## src/design/sspad_pkg.sv

```systemverilog
`timescale 1ns / 1ps

package sspad_pkg;

    // Default widths of the duty registers and the tick counter
    localparam int DUTY_WIDTH_DEF = 16;
    localparam int TICK_WIDTH_DEF = 16;

    // Port widths
    localparam int CFG_IDX_W  = 3;
    localparam int CFG_DATA_W = 24;
    localparam int S_TDATA_W  = 8;
    localparam int M_TDATA_W  = 40;
    localparam int OUT_DUTY_W = 16;

    // Register indexes
    typedef enum logic [CFG_IDX_W-1:0] {
        CFG_RELEASE_LEVEL  = 3'd0,
        CFG_DUAL_DRIVE     = 3'd1,
        CFG_MAX_DUTY       = 3'd2,
        CFG_HOLD_DUTY      = 3'd3,
        CFG_RAMP_INCREMENT = 3'd4,
        CFG_STEP_PAUSE     = 3'd5,
        CFG_SETTLE_TICKS   = 3'd6,
        CFG_PWM_BITS       = 3'd7
    } t_cfg_idx;

    // Register reset values
    localparam logic        RST_RELEASE_LEVEL  = 1'b0;
    localparam logic        RST_DUAL_DRIVE     = 1'b0;
    localparam logic [15:0] RST_MAX_DUTY       = 16'd255;
    localparam logic [15:0] RST_HOLD_DUTY      = 16'd0;
    localparam logic [23:0] RST_RAMP_INCREMENT = 24'd256;
    localparam logic [15:0] RST_STEP_PAUSE     = 16'd1;
    localparam logic [15:0] RST_SETTLE_TICKS   = 16'd0;
    localparam logic [4:0]  RST_PWM_BITS       = 5'd8;

    typedef enum logic [1:0] {
        PH_IDLE   = 2'd0,
        PH_BRAKE  = 2'd1,
        PH_RAMP   = 2'd2,
        PH_SETTLE = 2'd3
    } t_phase;

    typedef struct packed {
        logic        release_level;
        logic        dual_drive;
        logic [15:0] max_duty;
        logic [15:0] hold_duty;
        logic [23:0] ramp_increment;
        logic [15:0] step_pause_ticks;
        logic [15:0] settle_ticks;
        logic [4:0]  pwm_bits;
    } t_cfg;

    // First member is the top bit: drive_a_duty lands in the lowest bits
    typedef struct packed {
        logic                  settled_position;
        t_phase                phase_now;
        logic [OUT_DUTY_W-1:0] drive_b_duty;
        logic [OUT_DUTY_W-1:0] drive_a_duty;
    } t_result;

    localparam int RESULT_W = $bits(t_result);

endpackage

```

## src/design/soft_start_pwm_actuator_driver_top.sv

```systemverilog
`timescale 1ns / 1ps

// Soft-start PWM driver for one solenoid or one H-bridge.
// Input stream (s_axis): one beat per millisecond tick or position command.
//   tuser is the beat kind (0 tick, 1 command), tdata[0] the commanded position.
// Output stream (m_axis): exactly one beat per input beat, carrying both duties,
//   the current phase (idle/hold, brake, ramp, settle) and the settled position.
// Config port (cfg): register index plus data, always ready; write only while
//   no beat is in flight.
// A result is registered and appears in the cycle after its input beat is taken.
// Throughput: one beat per cycle while the output is not stalled; the whole
//   state update (one 25-bit add, one clamp compare and one counter decrement)
//   sits between the state registers and the output register.
// Stall: the output register holds its beat while m_axis_tready is low, and
//   s_axis_tready drops only then; it stays high whenever the held beat leaves.
// Reset (i_rst_n low, synchronous): registers go to their defaults, the
//   sequence goes idle with position and target one, duties zero, no output.

module soft_start_pwm_actuator_driver_top #(
    parameter int DUTY_WIDTH = sspad_pkg::DUTY_WIDTH_DEF,
    parameter int TICK_WIDTH = sspad_pkg::TICK_WIDTH_DEF
) (
    input  logic                              i_clk,
    input  logic                              i_rst_n,
    // config write channel
    input  logic                              i_cfg_valid,
    output logic                              o_cfg_ready,
    input  logic [sspad_pkg::CFG_IDX_W-1:0]   i_cfg_index,
    input  logic [sspad_pkg::CFG_DATA_W-1:0]  i_cfg_data,
    // input stream
    input  logic                              s_axis_tvalid,
    output logic                              s_axis_tready,
    input  logic [sspad_pkg::S_TDATA_W-1:0]   s_axis_tdata,  // [0] command_value
    input  logic                              s_axis_tuser,  // [0] mode
    // output stream
    output logic                              m_axis_tvalid,
    input  logic                              m_axis_tready,
    // [15:0] drive_a_duty, [31:16] drive_b_duty, [33:32] phase_now,
    // [34] settled_position, [39:35] zero
    output logic [sspad_pkg::M_TDATA_W-1:0]   m_axis_tdata
);

    sspad_pkg::t_cfg    w_cfg;
    sspad_pkg::t_result w_result;
    logic               w_accept;

    // Beat taken from the input stream
    assign w_accept = s_axis_tvalid && s_axis_tready;

    sspad_cfg u_cfg (
        .i_clk       (i_clk),
        .i_rst_n     (i_rst_n),
        .i_cfg_valid (i_cfg_valid),
        .o_cfg_ready (o_cfg_ready),
        .i_cfg_index (i_cfg_index),
        .i_cfg_data  (i_cfg_data),
        .o_cfg       (w_cfg)
    );

    // Sequencer state and the next-state logic for one beat
    sspad_core #(
        .DUTY_WIDTH (DUTY_WIDTH),
        .TICK_WIDTH (TICK_WIDTH)
    ) u_core (
        .i_clk           (i_clk),
        .i_rst_n         (i_rst_n),
        .i_accept        (w_accept),
        .i_mode          (s_axis_tuser),
        .i_command_value (s_axis_tdata[0]),
        .i_cfg           (w_cfg),
        .o_result        (w_result)
    );

    // Result register; its free slot sets input ready
    sspad_out u_out (
        .i_clk    (i_clk),
        .i_rst_n  (i_rst_n),
        .i_load   (w_accept),
        .i_result (w_result),
        .o_ready  (s_axis_tready),
        .o_valid  (m_axis_tvalid),
        .i_taken  (m_axis_tready),
        .o_data   (m_axis_tdata)
    );

endmodule

```

## src/design/sspad_cfg.sv

```systemverilog
`timescale 1ns / 1ps

module sspad_cfg (
    input  logic                              i_clk,
    input  logic                              i_rst_n,
    input  logic                              i_cfg_valid,
    output logic                              o_cfg_ready,
    input  logic [sspad_pkg::CFG_IDX_W-1:0]   i_cfg_index,
    input  logic [sspad_pkg::CFG_DATA_W-1:0]  i_cfg_data,
    output sspad_pkg::t_cfg                   o_cfg
);

    sspad_pkg::t_cfg r_cfg;

    assign o_cfg_ready = 1'b1;
    assign o_cfg       = r_cfg;

    always_ff @(posedge i_clk) begin
        if (!i_rst_n) begin
            r_cfg.release_level    <= sspad_pkg::RST_RELEASE_LEVEL;
            r_cfg.dual_drive       <= sspad_pkg::RST_DUAL_DRIVE;
            r_cfg.max_duty         <= sspad_pkg::RST_MAX_DUTY;
            r_cfg.hold_duty        <= sspad_pkg::RST_HOLD_DUTY;
            r_cfg.ramp_increment   <= sspad_pkg::RST_RAMP_INCREMENT;
            r_cfg.step_pause_ticks <= sspad_pkg::RST_STEP_PAUSE;
            r_cfg.settle_ticks     <= sspad_pkg::RST_SETTLE_TICKS;
            r_cfg.pwm_bits         <= sspad_pkg::RST_PWM_BITS;
        end else if (i_cfg_valid) begin
            case (i_cfg_index)
                sspad_pkg::CFG_RELEASE_LEVEL:  r_cfg.release_level    <= i_cfg_data[0];
                sspad_pkg::CFG_DUAL_DRIVE:     r_cfg.dual_drive       <= i_cfg_data[0];
                sspad_pkg::CFG_MAX_DUTY:       r_cfg.max_duty         <= i_cfg_data[15:0];
                sspad_pkg::CFG_HOLD_DUTY:      r_cfg.hold_duty        <= i_cfg_data[15:0];
                sspad_pkg::CFG_RAMP_INCREMENT: r_cfg.ramp_increment   <= i_cfg_data[23:0];
                sspad_pkg::CFG_STEP_PAUSE:     r_cfg.step_pause_ticks <= i_cfg_data[15:0];
                sspad_pkg::CFG_SETTLE_TICKS:   r_cfg.settle_ticks     <= i_cfg_data[15:0];
                sspad_pkg::CFG_PWM_BITS:       r_cfg.pwm_bits         <= i_cfg_data[4:0];
                default: ;
            endcase
        end
    end

endmodule

```

## src/design/sspad_core.sv

```systemverilog
`timescale 1ns / 1ps

module sspad_core #(
    parameter int DUTY_WIDTH = sspad_pkg::DUTY_WIDTH_DEF,
    parameter int TICK_WIDTH = sspad_pkg::TICK_WIDTH_DEF
) (
    input  logic               i_clk,
    input  logic               i_rst_n,
    input  logic               i_accept,
    input  logic               i_mode,
    input  logic               i_command_value,
    input  sspad_pkg::t_cfg    i_cfg,
    output sspad_pkg::t_result o_result
);

    logic                  r_pos, n_pos;
    logic                  r_tgt, n_tgt;
    sspad_pkg::t_phase     r_phase, n_phase;
    logic [TICK_WIDTH-1:0] r_wait, n_wait;
    logic [23:0]           r_ramp, n_ramp;
    logic [DUTY_WIDTH-1:0] r_da, n_da;
    logic [DUTY_WIDTH-1:0] r_db, n_db;

    // Zero-length waits last one tick
    function automatic logic [TICK_WIDTH-1:0] load_wait(input logic [15:0] w);
        logic [TICK_WIDTH-1:0] t;
        t = TICK_WIDTH'(w);
        return (t == '0) ? TICK_WIDTH'(1) : t;
    endfunction

    always_comb begin
        logic                  do_start, do_adv, ramp_go, begin_r, t_eff;
        logic [TICK_WIDTH-1:0] wait_dec;
        logic [23:0]           step, top, level;
        logic [24:0]           sum;
        logic [DUTY_WIDTH-1:0] act, brake_lvl;

        n_pos   = r_pos;
        n_tgt   = r_tgt;
        n_phase = r_phase;
        n_wait  = r_wait;
        n_ramp  = r_ramp;
        n_da    = r_da;
        n_db    = r_db;

        do_start = 1'b0;
        do_adv   = 1'b0;
        ramp_go  = 1'b0;
        begin_r  = 1'b0;
        wait_dec = r_wait - TICK_WIDTH'(1);

        // Decode the beat: tick or command
        if (!i_mode) begin
            if (r_phase != sspad_pkg::PH_IDLE) begin
                n_wait = wait_dec;
                do_adv = (wait_dec == '0);
            end
        end else if (r_phase == sspad_pkg::PH_IDLE) begin
            do_start = (i_command_value != r_pos);
        end else if (i_command_value != r_tgt) begin
            do_start = 1'b1;
        end else begin
            do_adv = 1'b1;
        end

        t_eff = do_start ? i_command_value : r_tgt;

        if (int'(i_cfg.pwm_bits) >= DUTY_WIDTH) begin
            brake_lvl = '1;
        end else begin
            brake_lvl = ~({DUTY_WIDTH{1'b1}} << i_cfg.pwm_bits);
        end

        if (do_start) begin
            n_tgt = i_command_value;
            if (i_cfg.dual_drive) begin
                n_da    = brake_lvl;
                n_db    = brake_lvl;
                n_phase = sspad_pkg::PH_BRAKE;
                n_wait  = load_wait({1'b0, i_cfg.settle_ticks[15:1]});
            end else if (i_command_value == i_cfg.release_level) begin
                n_da    = '0;
                n_pos   = i_command_value;
                n_phase = sspad_pkg::PH_IDLE;
            end else begin
                ramp_go = 1'b1;
                begin_r = 1'b1;
            end
        end else if (do_adv) begin
            case (r_phase)
                sspad_pkg::PH_BRAKE: begin
                    ramp_go = 1'b1;
                    begin_r = 1'b1;
                end
                sspad_pkg::PH_RAMP: begin
                    ramp_go = 1'b1;
                end
                sspad_pkg::PH_SETTLE: begin
                    if (i_cfg.dual_drive && !r_tgt) begin
                        n_db = DUTY_WIDTH'(i_cfg.hold_duty);
                    end else begin
                        n_da = DUTY_WIDTH'(i_cfg.hold_duty);
                    end
                    n_phase = sspad_pkg::PH_IDLE;
                end
                default: ;
            endcase
        end

        // Ramp step: first level is one step, later ones clamp at max_duty
        step  = (i_cfg.ramp_increment == '0) ? 24'd1 : i_cfg.ramp_increment;
        top   = {i_cfg.max_duty, 8'h00};
        sum   = {1'b0, r_ramp} + {1'b0, step};
        if (begin_r) begin
            level = step;
        end else if (sum > {1'b0, top}) begin
            level = top;
        end else begin
            level = sum[23:0];
        end
        act = DUTY_WIDTH'(level[23:8]);

        if (ramp_go) begin
            n_ramp = level;
            if (begin_r && i_cfg.dual_drive) begin
                if (t_eff) begin
                    n_db = '0;
                end else begin
                    n_da = '0;
                end
            end
            if (i_cfg.dual_drive && !t_eff) begin
                n_db = act;
            end else begin
                n_da = act;
            end
            if (level < top) begin
                n_phase = sspad_pkg::PH_RAMP;
                n_wait  = load_wait(i_cfg.step_pause_ticks);
            end else begin
                n_pos   = t_eff;
                n_phase = sspad_pkg::PH_SETTLE;
                n_wait  = load_wait(i_cfg.settle_ticks);
            end
        end
    end

    always_comb begin
        o_result.drive_a_duty     = sspad_pkg::OUT_DUTY_W'(n_da);
        o_result.drive_b_duty     = i_cfg.dual_drive ? sspad_pkg::OUT_DUTY_W'(n_db) : '0;
        o_result.phase_now        = n_phase;
        o_result.settled_position = n_pos;
    end

    always_ff @(posedge i_clk) begin
        if (!i_rst_n) begin
            r_pos   <= 1'b1;
            r_tgt   <= 1'b1;
            r_phase <= sspad_pkg::PH_IDLE;
            r_wait  <= '0;
            r_ramp  <= '0;
            r_da    <= '0;
            r_db    <= '0;
        end else if (i_accept) begin
            r_pos   <= n_pos;
            r_tgt   <= n_tgt;
            r_phase <= n_phase;
            r_wait  <= n_wait;
            r_ramp  <= n_ramp;
            r_da    <= n_da;
            r_db    <= n_db;
        end
    end

endmodule

```

## src/design/sspad_out.sv

```systemverilog
`timescale 1ns / 1ps

module sspad_out (
    input  logic                             i_clk,
    input  logic                             i_rst_n,
    input  logic                             i_load,
    input  sspad_pkg::t_result               i_result,
    output logic                             o_ready,
    output logic                             o_valid,
    input  logic                             i_taken,
    output logic [sspad_pkg::M_TDATA_W-1:0]  o_data
);

    logic               r_valid;
    sspad_pkg::t_result r_result;

    // Room for a new beat when empty or when the held beat leaves now
    assign o_ready = !r_valid || i_taken;
    assign o_valid = r_valid;
    assign o_data  = {{(sspad_pkg::M_TDATA_W - sspad_pkg::RESULT_W){1'b0}}, r_result};

    always_ff @(posedge i_clk) begin
        if (!i_rst_n) begin
            r_valid <= 1'b0;
        end else if (i_load) begin
            r_valid <= 1'b1;
        end else if (i_taken) begin
            r_valid <= 1'b0;
        end
    end

    always_ff @(posedge i_clk) begin
        if (i_load) begin
            r_result <= i_result;
        end
    end

endmodule

```

## config.mk

```make
export PLATFORM = sky130hd
export DESIGN_NAME = soft_start_pwm_actuator_driver_top
export DESIGN_NICKNAME = d
export VERILOG_FILES = /design/src/design/sspad_pkg.sv /design/src/design/soft_start_pwm_actuator_driver_top.sv /design/src/design/sspad_cfg.sv /design/src/design/sspad_core.sv /design/src/design/sspad_out.sv
export SDC_FILE = /design/constraint.sdc
export NUM_CORES = 1
export LEC_CHECK = 0
export BUFFER_PORTS_ARGS = -buffer_cell sky130_fd_sc_hd__buf_2
export CORE_MARGIN = 8
export CORE_UTILIZATION = 40
export CTS_BUF_LIST = sky130_fd_sc_hd__clkbuf_8
export CTS_CLUSTER_DIAMETER = 120
export DETAILED_ROUTE_END_ITERATION = 12
export SLEW_MARGIN = 40
export SYNTH_ARGS = -nofsm -noshare
export SYNTH_HDL_FRONTEND = slang
export SYNTH_SLANG_ARGS = --single-unit
```

## constraint.sdc

```tcl
create_clock -name i_clk -period 6.4 [get_ports i_clk]
set_input_delay 1.28 -clock i_clk [delete_from_list [all_inputs] [get_ports i_clk]]
set_output_delay 1.28 -clock i_clk [all_outputs]
set_load 0.005 [all_outputs]
```

# Yosys cells after proc, flatten, opt, wreduce, memory -nomap -nowiden
# Index checks and enable logic that the tools add are counted.
# op_classes
addsub,2
mul,0
n_div,0
n_lt_le_gt_ge,3
eq_ne,13
shift,1
mux,62
n_bitwise,1
reduce_logical,27
# op_table
cell,count
$mux W16,28
$mux W24,3
$logic_not A16 Y1,3
$add A24 B24 Y25,1
$gt A25 B24 Y1,1
$logic_not A24 Y1,1
$lt A24 B24 Y1,1
$mux W1,24
$reduce_and A2 Y1,9
$not A16 Y16,1
$shl A16 B5 Y16 const A,1
$sub A16 B1 Y16 const B,1
$logic_not A15 Y1,1
$mux W15,1
$eq A3 B3 Y1 const B,4
$mux W2,6
$eq A3 B2 Y1 const B,2
$ge A5 B5 Y1 const B,1
$eq A2 B2 Y1 const B,2
$logic_and A1 B1 Y1,4
$reduce_bool A2 Y1,2
$eq A3 B1 Y1 const B,1
$logic_not A1 Y1,3
$logic_not A3 Y1,1
6 further kinds,7
# totals
ff_bits,207
latch_bits,0
ramBits,0
romBits,0
out_inout_bits,43
wordCells,129
memories,0

# Depth between registers and ports, before layout
# depth
word_depth,10
ltp_mapped,34
ltp_nobuf,32

# By module
# Synthesis repeated with hierarchy kept, for this count alone.
# hier_totals
cells_unflattened,1541
area_unflattened_um2,12757.2
# by_module_without_submodules
mod,n_inst,cells_each,area_per_inst_um2,seq_area_each_um2
sspad_core,1,1137,7921.3,1521.5
sspad_cfg,1,358,3688.5,1901.8
sspad_out,1,45,1141.1,1071.0
soft_start_pwm_actuator_driver_top,1,1,6.3,0.0

# Least setup slack after synthesis
# OpenSTA, ideal clock, no wires.
# synth_timing
kind,register to register
start,register u_cfg.r_cfg (netlist bit u_cfg.o_cfg[60])
end,"register u_out.r_result (netlist bit u_out.o_data[34]), data pin"
setup_time_ns,0.263
arrival_time_ns,6.753
t_required_ns,6.137
path_slack_ns,-0.616
stages_incl_launch_ff,35
path_buffers,2
synth_period_minus_slack_ns,7.016
path_cell_list,dfxtp_1 nor4_1 nand4_1 o21bai_1 ha_1 fa_1 a21o_1 nand4_1 a2111oi_0 nor2_1 a21o_1 a211oi_1 inv_1 ha_1 nand3_1 nor2_1 and3_1 o2111ai_1 o41a_1 buf_2 a21oi_4 mux2_2 mux2i_1 inv_1 ha_1 a21oi_1 o21ai_0 o21a_1 nand4_1 a311o_1 and2_1 a31oi_4 buf_4 nand2_1 mux2i_1
# synth_between
elab_chain_cells,9
# synth_lines
item,line,rtl
"start, declared",sspad_cfg.sv:13,sspad_pkg::t_cfg r_cfg;
$logic_not A24 Y1,sspad_core.sv:111,step = (i_cfg.ramp_increment == '0) ? 24'd1 : i_cfg.ramp_increment;
$mux W24 *,sspad_core.sv:111,
$add A24 B24 Y25,sspad_core.sv:113,"sum = {1'b0, r_ramp} + {1'b0, step};"
$gt A25 B24 Y1,sspad_core.sv:116,"end else if (sum > {1'b0, top}) begin"
$mux W24,sspad_core.sv:116,
$mux W24 *,sspad_core.sv:114,if (begin_r) begin
$lt A24 B24 Y1 *,sspad_core.sv:137,if (level < top) begin
$mux W1 *,sspad_core.sv:137,
$mux W1 *,sspad_core.sv:123,if (ramp_go) begin
net u_core.n_pos,sspad_core.sv:16,"logic r_pos, n_pos;"
"end signal, assigned",sspad_out.sv:34,r_result <= i_result;
"end, declared",sspad_out.sv:15,sspad_pkg::t_result r_result;
# The timed path passes the listed nets; every way through them passes the cells marked *.
# A chain may end at the register's enable or synchronous reset.

# Final worst setup path
# layout_timing
start,register u_cfg.r_cfg (netlist bit u_cfg.o_cfg[39])
end,register u_core.r_wait[8]
# layout_between
elab_chain_cells,9
# layout_lines
item,line,rtl
$logic_not A24 Y1,sspad_core.sv:111,
$mux W24 *,sspad_core.sv:111,
$add A24 B24 Y25,sspad_core.sv:113,
$gt A25 B24 Y1,sspad_core.sv:116,
$mux W24,sspad_core.sv:116,
$mux W24 *,sspad_core.sv:114,
$lt A24 B24 Y1 *,sspad_core.sv:137,
$mux W16 *,sspad_core.sv:137,
$mux W16 *,sspad_core.sv:123,
"end signal, assigned",sspad_core.sv:168,r_wait <= n_wait;
"end, declared",sspad_core.sv:19,"logic [TICK_WIDTH-1:0] r_wait, n_wait;"
# Every way passes the cells marked *; elsewhere a longest branch is shown, timed or not.

==> run metrics <==
status complete, but fails checks; failing checks setup timing; peak supply drop 0.0001174 V; CP Launch Type flip-flop; Critical Path End Type flip-flop; final worst setup slack -0.8485 ns; hpwl dp 31.29 mm; first-pass iteration count of the detailed router 6; Port Buffers 70; CP arrival 7.65 ns; # IOs 84; final setup vio count 20; max_cap viols 0; min Tclk post-route 7.248 ns; vias in the first global route 12000; chip width roughly 190 um; DRT Wirelength about 43 mm; register area ~4500 um2; nets 1870; most common cell after layout, fill and taps aside nand2_1; max frequency 0.1380 GHz; CTS H-tree lvls 2; most used cell, CP nand4_1; Yosys Warn Count 0; Hold-fix buffers, CTS 0; register area share after synthesis 0.3669; GP Congestion 0.9021; syn avg cell area 7.792 um2; top_reg_cell synth dfxtp_1; fraction of registers with async set/reset 0; first-pass GRT wire length 67.31 mm; Unique masters post-synth around 80; post-route cell area 15250 um2; Static Leak around 6.5 nW; Routed Antenna Nets 0; Syn Inst Count 1572; Seq cells post-synth between 200 and 250; crit share post-route 1.133; Initial Util 0.4036; Clock Skews 0.01998 ns; crit path max fanout 7; most frequent cells in the layout nand2_1 (277), buf_4 (187), a21oi_1 (185); dpl cell area 13980 um2; All-Layer GR Usage 0.2320; final hold vios 0; Slew @ Worst Pin slightly above 0.8 ns; HP Class flip-flop to flip-flop; worst-skew pair later-pin latency 0.55 ns; Longest Clk Path Bufs 3; CTS tree yes; kind of critical path flip-flop to flip-flop; largest net degree at the start of global routing 98; fraction of layout cells with a size suffix above 1 0.2223; initial antenna violation count 0; wire length per cell 19.82 um; post-layout util 0.5026; CTS buffer count 38; Post-synth EDFFs 35; max incr delay on CP about 0.4 ns; core outline area between 30000 and 40000 um2; Post-Syn Area 12250 um2; pins over their slew limit 0; Slowest-stage cell, CP a2111o_1; Fillers ~3000; layout overhead on the synthesized area 24.51%; clock sink total a little over 200; initial DRC count 1042; gr ovfl total 0; die footprint about 36000 um2; DR vias 12600; Reg clk slew, reported paths 0.06 ns; RSZ-0062 raised after global routing true; Data required, critical path 6.80 ns; pwr/cell area 241.9 nW/um2; area taken by multi-input logic gates about 7300 um2; cell row count 64; die height 191.0 um; Rel. slew slack 0.4537; Clock Root Buffer clkbuf_8; # DRC 0; Vias/cell 5.746
[metrics by stage]
step	instances	power (mW)	setup TNS, ns	worst slack, ns	hold WS [ns]
2_1_floorplan	1576	1.927	-0.7105	-0.1029	0.4330
3_3_place_gp	2090	2.275	-16.13	-0.8657	0.4439
3_5_place_dp	2090	2.288	-18.99	-1.013	0.4527
4_1_cts	2186	3.682	-15.30	-0.8185	0.4595
5_1_grt	2191	3.854	-24.34	-1.274	0.4769
6_report	2193	3.689	-16.10	-0.8485	0.4573
[critical path: cells and delay by family, from the launching register on]
kind            cells  cell delay, ns
compound gates     16            3.33
simple gates        9            1.45
fa+ha+maj           4            1.06
buf+inv             5            0.76
flops               1            0.34
mux                 1            0.17
[power by group]
part	switching [mW]	internal (mW)	total (mW)
Sequential	0.0419	1.39	1.43
Clock	0.602	0.711	1.31
Combinational	0.499	0.448	0.947
[registers in the layout, indices dropped and copies added, names as in the netlist]
name            count
u_cfg.o_cfg        95
u_core.r_phase      2
u_core.r_da        16
u_out.o_valid       1
u_out.o_data       35
u_core.r_tgt        1
u_core.r_wait      16
u_core.r_db        16
u_core.r_ramp      24
u_core.r_pos        1
[per-layer routing]
layer / part of all wire / up-vias / GRT usage
met5: 0 / - / 0
met4: 0.034 / 0 / 0.08980
met3: 0.060 / 85 / 0.03101
met2: 0.47 / 446 / 0.3869
met1: 0.43 / 5998 / 0.3001
li1: - / 6072 / -
[synthesized netlist by cell type, types with 19 or more instances]
cell type	count	share of area
nand3_1	39	0.016
clkbuf_1	94	0.029
ha_1	62	0.063
nor4_1	19	0.0097
nor2_1	122	0.037
a21oi_1	189	0.077
dfxtp_1	172	0.28
edfxtp_1	35	0.086
nor3_1	36	0.015
a31oi_1	20	0.010
o21ai_1	21	0.0086
mux2i_1	28	0.023
inv_1	47	0.014
nand2_1	284	0.087
o21ai_0	90	0.037
[path summary, 6_finish.rpt]
path	start	endpoint	slack, ns	cells after the start
max	u_cfg.o_cfg[39]	u_core.r_wait[8]	-0.85	35
min	u_core.r_ramp[17]	u_core.r_ramp[17]	0.46	2
max reg2reg	u_cfg.o_cfg[39]	u_core.r_wait[8]	-0.85	35
min reg2reg	u_core.r_ramp[17]	u_core.r_ramp[17]	0.46	2
[cell type report]
cell class                      count  area share
Antenna cell                        2   0.0003281
Tap cell                          396     0.03249
Inverter                           49     0.01206
Clock buffer                       47     0.04241
Timing Repair Buffer              268      0.1271
Clock inverter                     22    0.008942
Multi-Input combinational cell   1202      0.4816
Sequential cell                   207      0.2951
[kinds of logic (layout without fill, tap and decap cells)]
| family | Yosys count | after routing | synth area share |
|---|---|---|---|
| mux | 33 | 33 | 0.02748 |
| flops | 207 | 207 | 0.3669 |
| fa+ha+maj | 63 | 63 | 0.06496 |
| simple gates | 578 | 578 | 0.2081 |
| compound gates | 507 | 507 | 0.2643 |
| xor+xnor | 15 | 15 | 0.01073 |
| buf+inv | 167 | 386 | 0.05700 |
| other cells | 2 | 8 | 0.0006131 |
[timing repair]
item | CTS | global route
cloned | 1 | 0
pin swaps | 29 | 20
setup buffers | 27 | 5
endpoints found under the setup margin | 20 | 21
gates resized for setup | 30 | 14
No activity file was read; power rests on OpenSTA's default activity.
